File: config.mk
export PLATFORM = sky130hd
export DESIGN_NAME = sgbk_cell
export DESIGN_NICKNAME = d
export VERILOG_FILES = /design/src/rtl/sgbk_pkg.sv /design/src/rtl/sgbk_cell.sv
export SDC_FILE = /design/constraint.sdc
export NUM_CORES = 1
export LEC_CHECK = 0
export BUFFER_PORTS_ARGS = -buffer_cell sky130_fd_sc_hd__buf_4
export CAP_MARGIN = 10
export CORE_MARGIN = 2
export CORE_UTILIZATION = 35
export CTS_CLUSTER_SIZE = 12
export DETAILED_ROUTE_END_ITERATION = 10
export GPL_TIMING_DRIVEN = 0
export HOLD_SLACK_MARGIN = 0.15
export PLACE_DENSITY = 0.67
export SKIP_CTS_REPAIR_TIMING = 1
export SYNTH_ARGS = -nofsm -noshare
export SYNTH_HDL_FRONTEND = slang
export SYNTH_SLANG_ARGS = --single-unit
File: constraint.sdc
create_clock -name i_clk -period 2.2 [get_ports i_clk]
set_clock_uncertainty 0.15 [all_clocks]
set_input_delay 0.22 -clock i_clk [delete_from_list [all_inputs] [get_ports i_clk]]
set_output_delay 0.22 -clock i_clk [all_outputs]
set_load 0.05 [all_outputs]
File: src/rtl/sgbk_pkg.sv
`timescale 1ns / 1ps
package sgbk_pkg;

    localparam int unsigned MaxGroupsDefault = 256;
    localparam int unsigned MaxPostsDefault  = 1024;

    localparam int unsigned KeyW  = 32;
    localparam int unsigned PostW = 20;
    localparam int unsigned GidxW = 8;

    typedef enum logic [1:0] {
        OP_ADD   = 2'd0,
        OP_FETCH = 2'd1,
        OP_CLEAR = 2'd2,
        OP_NONE  = 2'd3
    } t_op;

    typedef enum logic [1:0] {
        ST_ADDED    = 2'd0,
        ST_FULL     = 2'd1,
        ST_RETURNED = 2'd2,
        ST_END      = 2'd3
    } t_status;

    typedef struct packed {
        logic [1:0]       operation;
        logic [KeyW-1:0]  reply_id;
        logic [PostW-1:0] post_number;
    } t_req;

    typedef struct packed {
        logic [1:0]       status;
        logic [PostW-1:0] returned_post;
        logic [GidxW-1:0] group_index;
    } t_rsp;

    // Sequencer states.
    typedef enum logic [2:0] {
        S_IDLE,
        S_SEARCH,
        S_ADD,
        S_LINK,
        S_FETCH,
        S_FREAD,
        S_DONE
    } t_state;

    // Match result that the last cell hands back after a key sweep.
    typedef struct packed {
        logic hit;
        logic done;
    } t_srch;

endpackage

File: src/rtl/sgbk_cell.sv
`timescale 1ns / 1ps
// One cell of the key chain: holds one stored key and compares it against
// the probe key that travels past it, one cell per cycle.
module sgbk_cell #(
    parameter int unsigned GW = 8
) (
    input  logic                      i_clk,
    input  logic                      i_rst_n,
    input  logic                      i_load,
    input  logic [sgbk_pkg::KeyW-1:0] i_load_key,
    input  logic                      i_pv,
    input  logic [sgbk_pkg::KeyW-1:0] i_pkey,
    input  logic                      i_phit,
    input  logic [GW-1:0]             i_pidx,
    input  logic                      i_active,
    output logic                      o_pv,
    output logic [sgbk_pkg::KeyW-1:0] o_pkey,
    output logic                      o_phit,
    output logic [GW-1:0]             o_pidx,
    input  logic [GW-1:0]             i_my_idx
);
    logic [sgbk_pkg::KeyW-1:0] r_key;
    logic                      r_pv;
    logic [sgbk_pkg::KeyW-1:0] r_pkey;
    logic                      r_phit;
    logic [GW-1:0]             r_pidx;

    // Stored key is written when this cell's group is opened.
    always_ff @(posedge i_clk) begin
        if (i_load) begin
            r_key <= i_load_key;
        end
    end

    // Probe stage: the first matching active cell marks the hit.
    always_ff @(posedge i_clk) begin
        if (!i_rst_n) begin
            r_pv <= 1'b0;
        end else begin
            r_pv <= i_pv;
        end
        r_pkey <= i_pkey;
        if (!i_phit && i_active && r_key == i_pkey) begin
            r_phit <= 1'b1;
            r_pidx <= i_my_idx;
        end else begin
            r_phit <= i_phit;
            r_pidx <= i_pidx;
        end
    end

    assign o_pv   = r_pv;
    assign o_pkey = r_pkey;
    assign o_phit = r_phit;
    assign o_pidx = r_pidx;
endmodule

==> metrics.md, run 1 <==
| Metric | Value |
|---|---|
| Synth Area per Inst | `around 18 um2` |
| Reg clk slew, reported paths | `around 0.080 ns` |
| Die Area | `a little over 7000 um2` |
| Final Wtd Congestion | `about 0.73` |
| Synth top area share | `0.422` |
| Final Cycle Share | `0.973` |
| Yosys reg bits | `74` |
| Port-buffer cells | `127` |
| Worst hold slack | `0.195 ns` |
| Clock Tree Buf Depth | `2` |
| Routed WL | `roughly 6.7 mm` |
| Worst EP arrival | `2.22 ns` |
| R2R cell count | `5` |
| Crit-path cells | `dlygate4sd3_1, buf_4, xnor2_1, nand4_1, nor4_2, nand3_2, mux2_2` |
| First-pass GRT wire length | `7.36 mm` |
| Mapped Nets | `214` |
| Count of final max-slew check failures | `0` |
| Crit path capture type | `flop` |
| DRT iter0 DRCs | `52` |
| Via-per-instance ratio | `between 4 and 5` |
| Max H-tree Level | `3` |
| Critical path class | `in -> reg` |
| Synth warn | `0` |
| Total Negative Setup Slacks | `0 ns` |
| Relative slew slack | `0.719` |
| # rows | `29` |
| Initial antenna violation count | `0` |
| Largest cells by area after synthesis | `edfxtp_1, dfxtp_1, xnor2_1` |
| Overall Power | `between 3 and 4 mW` |
| CP Depth | `7` |
| Pin count of the biggest net entering global routing | `33` |
| Setup violations, final | `0` |
| Share of layout cells above drive strength 1 | `0.435` |
| DRT antenna net count | `0` |
| CP bufs+invs | `2` |
| Crit path max fanout | `9` |
| GRT overflow | `0` |
| WL per Instance | `15.5 um` |
| Dpl cells | `332` |
| Num ports | `approximately 130` |
| Die Y | `84.7 um` |
| Leak | `1.88 nW` |
| CTS tree | `yes` |
| Detailed placement HPWL | `3.70 mm` |
| Fmax | `467 MHz` |
| Power Dens Cells | `around 800 nW/um2` |
| Vias in the first global route | `1583` |
| Type of origin of the critical path | `input pin` |
| Synth area leader | `edfxtp_1` |
| Hold path cells | `1` |
| Residual DRC count | `0` |
| Status | `complete, no violations` |
| CTS root buf | `clkbuf_8` |
| Max-cap check violation count | `0` |
| Worst reg-to-reg setup slack | `roughly 0.24 ns` |
| CP max stage cell | `dlygate4sd3_1` |
| Required time of the critical path | `2.28 ns` |
| Most common cell after layout, fill and taps aside | `buf_4` |
| Antenna diode count | `0` |
| Die Width | `84.7 um` |
| CTS buffer count | `9` |
| Synth-to-Final Area Change | `94.6%` |
| Hold Path Class | `in -> reg` |
| Layout net count | `435` |
| Starting Density | `0.361` |
| Post-Syn Area | `2280 um2` |
| Core region area | `6310 um2` |
| Fillers | `420` |
| Register area share after synthesis | `0.791` |
| Post-Syn Instances | `128` |
| Hold Fails Final Rpt | `0` |
| CTS Sinks | `74` |
| TritonRoute pass-1 iters | `4` |
| Fin cells | `431` |
| Worst Tran Pin Value | `0.421 ns` |
| Worst-Skew Late Latency | `approximately 0.33 ns` |
| Critical path's top delay family | `simple AND/OR/NAND/NOR gates` |
| Util after Layout | `0.702` |
| Distinct cells, synth | `13` |
| Final min period | `around 2.1 ns` |
| Most frequent cells in the layout | `buf_4, dlygate4sd3_1, dfxtp_1` |
| Routed vias | `1854` |
| Crit path largest cell delay | `0.54 ns` |
| Peak supply drop | `0.679 mV` |
| Tot GR Track Use | `0.141` |
kinds of logic (layout without fill, tap and decap cells):
logic type    count (synthesis)  in the layout  share of synthesized area
flops                        74             74                      0.791
simple gates                 14             14                     0.0461
xor+xnor                     32             32                      0.123
buf+inv                       0            226                          0
mux                           8              8                     0.0396
report_power, final:
part / internal [mW] / switching (mW)
registers: 1.53 / 0.0326
clock network: 0.903 / 0.505
logic: 0.298 / 0.269
state kept, by name, indices dropped and copies added (netlist names):
name    cells
o_pv        1
o_phit      1
o_pkey     32
o_pidx      8
r_key      32
stage by stage:
step / worst slack [ns] / instance area (um2)
after floorplan: 0.530 / 2280
after global placement: 0.250 / 3330
after detailed placement: 0.225 / 3330
after CTS: 0.211 / 3600
after global routing: -0.0396 / 4430
final: 0.0595 / 4430
area by class of cell:
class                   instances  area, um2  area share
flip-flops and latches         74       1800       0.407
repair buffers                210       1780       0.403
multi-input cells              54        475       0.107
clock buffers                  10        138      0.0311
clock inverters                 6        136      0.0308
well taps                      77       96.3      0.0217
synthesized netlist by cell type, drive strengths merged:
cell type and n:
and2 1, dfxtp 42, edfxtp 32, mux2 8, nand3 2, nand4 7
nor3 1, nor4 1, nor4b 1, or2b 1, xnor2 31, xor2 1
final timing paths:
check,from,to
max,i_pkey[20],o_pidx[6]
min,i_load,r_key[0]
max reg2reg,r_key[20],o_pidx[6]
min reg2reg,r_key[31],o_pidx[3]
worst reg2reg max path: stages, from the launching register on:
cell and delay, ns:
edfxtp_1 0.40, xnor2_1 0.18, nand4_1 0.17, nor4_2 0.33
nand3_2 0.27, mux2_2 0.36
per-layer routing:
metal	wire, um	vias to the layer above	share of wire	GRT usage
met5	0	-	0	0
met2	3590	90	0.54	0.230
met1	2460	862	0.37	0.155
met3	526	8	0.079	0.0639
met4	84	0	0.013	0.0693
li1	-	894	-	-
Note: power is estimated with default switching activity, not from simulation.
==> inputs of run 2 (changes only) <==
--- a/config.mk
+++ b/config.mk
@@ -5,6 +5,7 @@
 export SDC_FILE = /design/constraint.sdc
 export NUM_CORES = 1
 export LEC_CHECK = 0
+export ABC_AREA = 1
 export BUFFER_PORTS_ARGS = -buffer_cell sky130_fd_sc_hd__buf_4
 export CAP_MARGIN = 10
 export CORE_MARGIN = 2
==> constraint.sdc (replaced) <==
create_clock -name i_clk -period 1.9 [get_ports i_clk]
set_clock_uncertainty 0.15 [all_clocks]
set_input_delay 0.19 -clock i_clk [delete_from_list [all_inputs] [get_ports i_clk]]
set_output_delay 0.19 -clock i_clk [all_outputs]
set_load 0.05 [all_outputs]
==> run 2 against run 1 <==
Sequential share of layout area decreased by 3.2 points. Synthesized cell count increased by 120%. Core utilization decreased by 6.9 points. Critical endpoint is now o_pidx[1]. Register-to-register slack improved by 0.06 ns. Highest routed layer unchanged. Count of clock-buffer cells in the layout decreased by 1. Total power increased by 5.4%. First-iteration DRC count increased by 27%. Design area increased by 8.6%. Routed wire length increased by 10%. Largest power group unchanged. Synthesized area increased by 19%. Non-clock buffer count unchanged. Via count increased by 35%.
==> metrics.md, run 2 <==
| Metric | Value |
|---|---|
| Worst-Skew Late Latency | `0.35 ns (was 0.33 ns)` |
| Vias in the first global route | `1955 (was 1583)` |
| # rows | `32 (was 29)` |
| Reg clk slew, reported paths | `0.08 ns (about the same)` |
| Synth area leader | `edfxtp_1 (unchanged)` |
| R2R cell count | `10 (was 5)` |
| Placement Cell Area | `3790 um2 (was 3330 um2)` |
| Synth Area per Inst | `9.54 um2 (was 17.8 um2)` |
| Largest cells by area after synthesis | `edfxtp_1, dfxtp_1, nand2_1 (was edfxtp_1, dfxtp_1, xnor2_1)` |
| DRT antenna net count | `0 (unchanged)` |
| Worst path most repeated cell | `nand2_1` |
| Max-cap check violation count | `0 (unchanged)` |
| Status | `complete, no violations (unchanged)` |
| CTS root buf | `clkbuf_8 (unchanged)` |
| Sequential share of power | `0.485 (was 0.441)` |
| Routed WL | `7.34 mm (was 6.66 mm)` |
| Synth top area share | `0.355 (was 0.422)` |
| Final Wtd Congestion | `0.683 (was 0.734)` |
| Yosys reg bits | `74 (unchanged)` |
| Logic pwr share | `0.192 (was 0.161)` |
| WL per Instance | `12.0 um (was 15.5 um)` |
| Pin count of the biggest net entering global routing | `33 (unchanged)` |
| Tot GR Track Use | `0.135 (was 0.141)` |
| Final min period | `1.73 ns` |
| Core region area | `7610 um2 (was 6310 um2)` |
| Switch Pwr | `1.01 mW (was 0.807 mW)` |
| Distinct cells, synth | `18 (was 13)` |
| Design area | `4810 um2 (was 4430 um2)` |
| Switching part of the total power | `0.272 (was 0.228)` |
| Most common cell after layout, fill and taps aside | `buf_4 (unchanged)` |
| DRT iter0 DRCs | `66 (was 52)` |
| CTS tree | `yes (unchanged)` |
| Clk pwr share | `0.323 (was 0.398)` |
| Crit path max fanout | `9 (unchanged)` |
| CTS Sinks | `74 (unchanged)` |
| Hold Fails Final Rpt | `0 (unchanged)` |
| First-pass GRT wire length | `8.69 mm (was 7.36 mm)` |
| Relative slew slack | `0.701 (was 0.719)` |
| CTS buffer count | `9 (unchanged)` |
| Most frequent cell after synthesis | `nand2_1 (was dfxtp_1)` |
| Mapped Nets | `370 (was 214)` |
| Starting Density | `0.356 (was 0.361)` |
| Hold path cells | `1 (unchanged)` |
| Register area share after synthesis | `0.665 (was 0.791)` |
| Final Cycle Share | `0.912` |
| Die Width | `92.0 um (was 84.7 um)` |
| Detailed placement HPWL | `4.43 mm (was 3.70 mm)` |
| Num ports | `128 (unchanged)` |
| Worst reg-to-reg setup slack | `0.30 ns (was 0.24 ns)` |
| RSZ-0062 raised after global routing | `false` |
| Antenna diode count | `0 (unchanged)` |
| Routed vias | `2495 (was 1854)` |
| Die Y | `92.0 um (was 84.7 um)` |
| Post-Syn Instances | `284 (was 128)` |
| Type of origin of the critical path | `input pin (unchanged)` |
| Count of final max-slew check failures | `0 (unchanged)` |
| Crit path capture type | `flop (unchanged)` |
| Crit-path cells | `dlygate4sd3_1, buf_4, xnor2_1, nand2_1, nor2_1, nand2_2, nor2_8, nand3_4, nand2_1, nand2_1 (was dlygate4sd3_1, buf_4, xnor2_1, nand4_1, nor4_2, nand3_2, mux2_2)` |
| Power Dens Cells | `774 nW/um2 (was 797 nW/um2)` |
| Fmax | `577 MHz` |
| Asr flop ratio synth | `0 (unchanged)` |
| Crit path largest cell delay | `0.55 ns (was 0.54 ns)` |
| Die Area | `8460 um2 (was 7170 um2)` |
| Residual DRC count | `0 (unchanged)` |
| Setup violations, final | `0 (unchanged)` |
| GRT overflow | `0 (unchanged)` |
| Max H-tree Level | `3 (unchanged)` |
| Required time of the critical path | `1.98 ns (was 2.28 ns)` |
| Peak supply drop | `0.555 mV (was 0.679 mV)` |
| Clock Tree Buf Depth | `2 (unchanged)` |
| Synth-to-Final Area Change | `77.7% (was 94.6%)` |
| Total Negative Setup Slacks | `0 ns (unchanged)` |
| Via-per-instance ratio | `4.08 (was 4.30)` |
| Hold Path Class | `in -> reg (unchanged)` |
| Leak | `2.42 nW (was 1.88 nW)` |
| Share of layout cells above drive strength 1 | `0.306 (was 0.435)` |
| Int Power | `2.71 mW (was 2.73 mW)` |
| Initial antenna violation count | `0 (unchanged)` |
| Fillers | `618 (was 420)` |
| Layout net count | `591 (was 435)` |
| Worst Tran Pin Value | `0.448 ns (was 0.421 ns)` |
| Post-Syn Area | `2710 um2 (was 2280 um2)` |
| TritonRoute pass-1 iters | `4 (unchanged)` |
| List of most frequent post-synthesis cells | `nand2_1, inv_1, dfxtp_1 (was dfxtp_1, edfxtp_1, xnor2_1)` |
| Port-buffer cells | `127 (unchanged)` |
| Worst EP arrival | `1.82 ns (was 2.22 ns)` |
| EDFF count, synth | `32 (unchanged)` |
| Synth warn | `0 (unchanged)` |
| CP max stage cell | `dlygate4sd3_1 (unchanged)` |
| Synth Flop Type | `dfxtp_1 (unchanged)` |
| Most frequent cells in the layout | `buf_4, nand2_1, dlygate4sd3_1 (was buf_4, dlygate4sd3_1, dfxtp_1)` |
| Critical path class | `in -> reg (unchanged)` |
## run 2: cell types whose count changed after synthesis, sizes merged, moves of 3 or more
cell,before,now
mux2,8,0
nand4,7,1
xnor2,31,5
o21ai,0,3
nor2,0,25
nand2,0,103
inv,0,61
nand3,2,10
## run 2: worst paths after layout
kind / endpoint / from
setup reg to reg: o_pidx[1] / r_key[3]
hold / removal: r_key[4] / i_load
setup / recovery: o_pidx[1] / i_pkey[0]
hold reg to reg: o_pidx[3] / r_key[20]
## run 2: final cells by class
type                       instances  area (um2)  area share
clock buffer                       9         124      0.0257
clock inverter                     7        70.1      0.0146
inverter                          61         229      0.0476
multi-input combinational        149         678       0.141
sequential                        74        1800       0.374
tap                              102         128      0.0265
timing repair buffer             210        1780       0.371
## run 2: through the flow
| step | cells | hold WS [ns] | total power, mW | worst slack (ns) | util |
|---|---|---|---|---|---|
| 2_1_floorplan | 284 | 0.0677 | 2.14 | 0.520 | - |
| 3_3_place_gp | 513 | 0.160 | 2.40 | 0.329 | 0.498 |
| 3_5_place_dp | 513 | 0.157 | 2.41 | 0.339 | 0.498 |
| 4_1_cts | 529 | -0.212 | 3.60 | 0.332 | 0.524 |
| 5_1_grt | 612 | 0.168 | 3.88 | 0.0338 | 0.633 |
| 6_report | 612 | 0.172 | 3.72 | 0.167 | 0.633 |
## run 2: kinds of logic after synthesis
kind of cell / Yosys count / share of synthesized area
AND/OR/NAND/NOR: 140 / 0.225
flip-flops: 74 / 0.665
AO/OA/AOI/OAI: 3 / 0.00554
buffers and inverters: 61 / 0.0845
XOR/XNOR: 6 / 0.0194
## run 2: power groups by stage
stage          logic (mW)  registers, mW  clock network [mW]
2_1_floorplan       0.141           2.00                   0
3_3_place_gp        0.565           1.84                   0
3_5_place_dp        0.572           1.84                   0
4_1_cts             0.572           1.80                1.23
5_1_grt             0.769           1.81                1.30
6_report            0.715           1.81                1.20
## run 2: critical path: cells and delay by family
family	cells	cell delay, ns
xor gates and xnor gates	1	0.14
buffers and inverters	2	0.70
and+or+nand+nor	7	0.78
## run 2: routing by layer
metal	share of wire	vias to the layer above	global-route usage
met4	0.019	0	0.0672
met1	0.40	1102	0.161
met2	0.53	93	0.218
met5	0	-	0
met3	0.051	13	0.0444
li1	-	1287	-
==> inputs of run 3 (changes only) <==
--- a/config.mk
+++ b/config.mk
@@ -9,13 +9,14 @@
 export BUFFER_PORTS_ARGS = -buffer_cell sky130_fd_sc_hd__buf_4
 export CAP_MARGIN = 10
 export CORE_MARGIN = 2
-export CORE_UTILIZATION = 35
+export CORE_UTILIZATION = 41
 export CTS_CLUSTER_SIZE = 12
 export DETAILED_ROUTE_END_ITERATION = 10
 export GPL_TIMING_DRIVEN = 0
 export HOLD_SLACK_MARGIN = 0.15
-export PLACE_DENSITY = 0.67
+export PLACE_DENSITY = 0.76
 export SKIP_CTS_REPAIR_TIMING = 1
+export SKIP_LAST_GASP = 1
 export SYNTH_ARGS = -nofsm -noshare
 export SYNTH_HDL_FRONTEND = slang
 export SYNTH_SLANG_ARGS = --single-unit
==> run 3 against run 2 <==
Hold slack about the same. Clock power increased by 9%. Sequential share of layout area increased by 0.078 points. Non-clock buffer count unchanged. Global-route usage increased by 2.0 points. Via count increased by 0.72%. Final cell count decreased by 3.9%. First-iteration DRC count increased by 26%. Highest routed layer unchanged.
==> metrics.md, run 3 (synthesized netlist as in run 2, its figures left out) <==
| Metric | Value |
|---|---|
| Status | `complete, no violations (unchanged)` |
| Power Dens Cells | `797 nW/um2 (was 774 nW/um2)` |
| Worst EP arrival | `1.86 ns (was 1.82 ns)` |
| Final Wtd Congestion | `0.717 (was 0.683)` |
| Required time of the critical path | `1.98 ns (about the same)` |
| CTS tree | `yes (unchanged)` |
| Final min period | `1.78 ns (was 1.73 ns)` |
| Critical path's top delay family | `simple AND/OR/NAND/NOR gates (unchanged)` |
| Worst path most repeated cell | `nand2_1 (unchanged)` |
| Core region area | `6390 um2 (was 7610 um2)` |
| Max H-tree Level | `3 (unchanged)` |
| Via-per-instance ratio | `4.27 (was 4.08)` |
| TritonRoute pass-1 iters | `4 (unchanged)` |
| Worst-Skew Late Latency | `0.33 ns (was 0.35 ns)` |
| Count of final max-slew check failures | `0 (unchanged)` |
| Die Width | `85.3 um (was 92.0 um)` |
| Port-buffer cells | `127 (unchanged)` |
| Leak | `2.44 nW (was 2.42 nW)` |
| Total Negative Setup Slacks | `0 ns (unchanged)` |
| Hold Path Class | `in -> reg (unchanged)` |
| Starting Density | `0.424 (was 0.356)` |
| Register area | `1800 um2 (unchanged)` |
| Reg clk slew, reported paths | `0.07 ns (was 0.08 ns)` |
| Die Y | `85.3 um (was 92.0 um)` |
| DRT antenna net count | `0 (unchanged)` |
| Final Cycle Share | `0.935 (was 0.912)` |
| Peak supply drop | `0.612 mV (was 0.555 mV)` |
| Synth-to-Final Area Change | `77.4% (was 77.7%)` |
| CTS root buf | `clkbuf_8 (unchanged)` |
| Multi-input gate area | `678 um2 (unchanged)` |
| CP max stage cell | `dlygate4sd3_1 (unchanged)` |
| Crit path capture type | `flop (unchanged)` |
| Layout net count | `591 (unchanged)` |
| GRT overflow | `0 (unchanged)` |
| Relative slew slack | `0.707 (was 0.701)` |
| WL per Instance | `12.3 um (was 12.0 um)` |
| Worst hold slack | `0.172 ns (about the same)` |
| Die Area | `7270 um2 (was 8460 um2)` |
| Pin count of the biggest net entering global routing | `33 (unchanged)` |
| Type of origin of the critical path | `input pin (unchanged)` |
| CTS buffer count | `9 (unchanged)` |
| Hold Fails Final Rpt | `0 (unchanged)` |
| CP bufs+invs | `3 (was 2)` |
| Vias in the first global route | `2146 (was 1955)` |
| Fmax | `563 MHz (was 577 MHz)` |
| Setup violations, final | `0 (unchanged)` |
| Crit path largest cell delay | `0.54 ns (was 0.55 ns)` |
| Most common cell after layout, fill and taps aside | `buf_4 (unchanged)` |
| First-pass GRT wire length | `8.75 mm (was 8.69 mm)` |
| Detailed placement HPWL | `4.38 mm (was 4.43 mm)` |
| Tot GR Track Use | `0.155 (was 0.135)` |
| Clock Tree Buf Depth | `2 (unchanged)` |
| Num ports | `128 (unchanged)` |
| Crit path max fanout | `9 (unchanged)` |
| Share of layout cells above drive strength 1 | `0.300 (was 0.306)` |
| CTS Sinks | `74 (unchanged)` |
| Max-cap check violation count | `0 (unchanged)` |
| Fillers | `427 (was 618)` |
| Routed vias | `2513 (was 2495)` |
| Routed WL | `7.26 mm (was 7.34 mm)` |
| # rows | `29 (was 32)` |
| DRT iter0 DRCs | `83 (was 66)` |
| Worst Tran Pin Value | `0.440 ns (was 0.448 ns)` |
| Crit-path cells | `dlygate4sd3_1, buf_4, inv_1, nor2_1, nor2_1, nand2_1, nor2_2, nand2_2, nor2_8, nand3_4, nand2_1, nand2_1 (was dlygate4sd3_1, buf_4, xnor2_1, nand2_1, nor2_1, nand2_2, nor2_8, nand3_4, nand2_1, nand2_1)` |
| Most frequent cells in the layout | `buf_4, nand2_1, dlygate4sd3_1 (unchanged)` |
| Residual DRC count | `0 (unchanged)` |
| Critical path class | `in -> reg (unchanged)` |
| RSZ-0062 raised after global routing | `false (unchanged)` |
| Initial antenna violation count | `0 (unchanged)` |
==> run 3: changes by cell type in the layout (fill, tap and decap cells not counted) <==
cell        delta
clkbuf_8       +1
diode_2        +1
clkbuf_1       +4
clkinv_1       -1
clkinv_2       -1
clkinv_4       -1
clkinvlp_4     -3
bufinv_16      +1
==> run 3: area by class of cell <==
class | instances | area share
clock buffer | 14 | 0.0318
timing repair buffer | 210 | 0.371
tap | 77 | 0.0201
sequential | 74 | 0.375
multi-input combinational | 149 | 0.141
clock inverter | 2 | 0.0125
inverter | 61 | 0.0477
antenna | 1 | 0.000521
==> run 3: final timing paths <==
kind	start	end	slack (ns)	cells past startpoint
max	i_pkey[16]	o_pidx[3]	0.12	12
min	i_load	r_key[20]	0.17	1
max reg2reg	r_key[22]	o_pidx[0]	0.32	9
min reg2reg	r_key[20]	o_pidx[3]	0.61	5
==> run 3: layer usage <==
metal	up-vias	track usage	routed length, um
li1	1288	-	-
met3	14	0.0642	520
met1	1114	0.170	2690
met4	0	0.0563	144
met5	-	0	0
met2	97	0.270	3900
==> run 3: report_power, final <==
group	switching (mW)	total [mW]	leakage, nW	internal, mW
Sequential	0.0384	1.81	0.668	1.77
Combinational	0.369	0.714	1.66	0.345
Clock	0.531	1.31	0.105	0.779
==> run 3: per-stage QoR <==
step	area, um2	util	worst slack, ns	power, mW	cells
after detailed placement	3760	0.589	0.310	2.41	488
after global routing	4800	0.752	0.00600	4.00	587
final	4800	0.752	0.123	3.83	588
after CTS	3970	0.622	0.296	3.71	504
after global placement	3760	0.589	0.354	2.40	488
after floorplan	2710	-	0.520	2.14	284
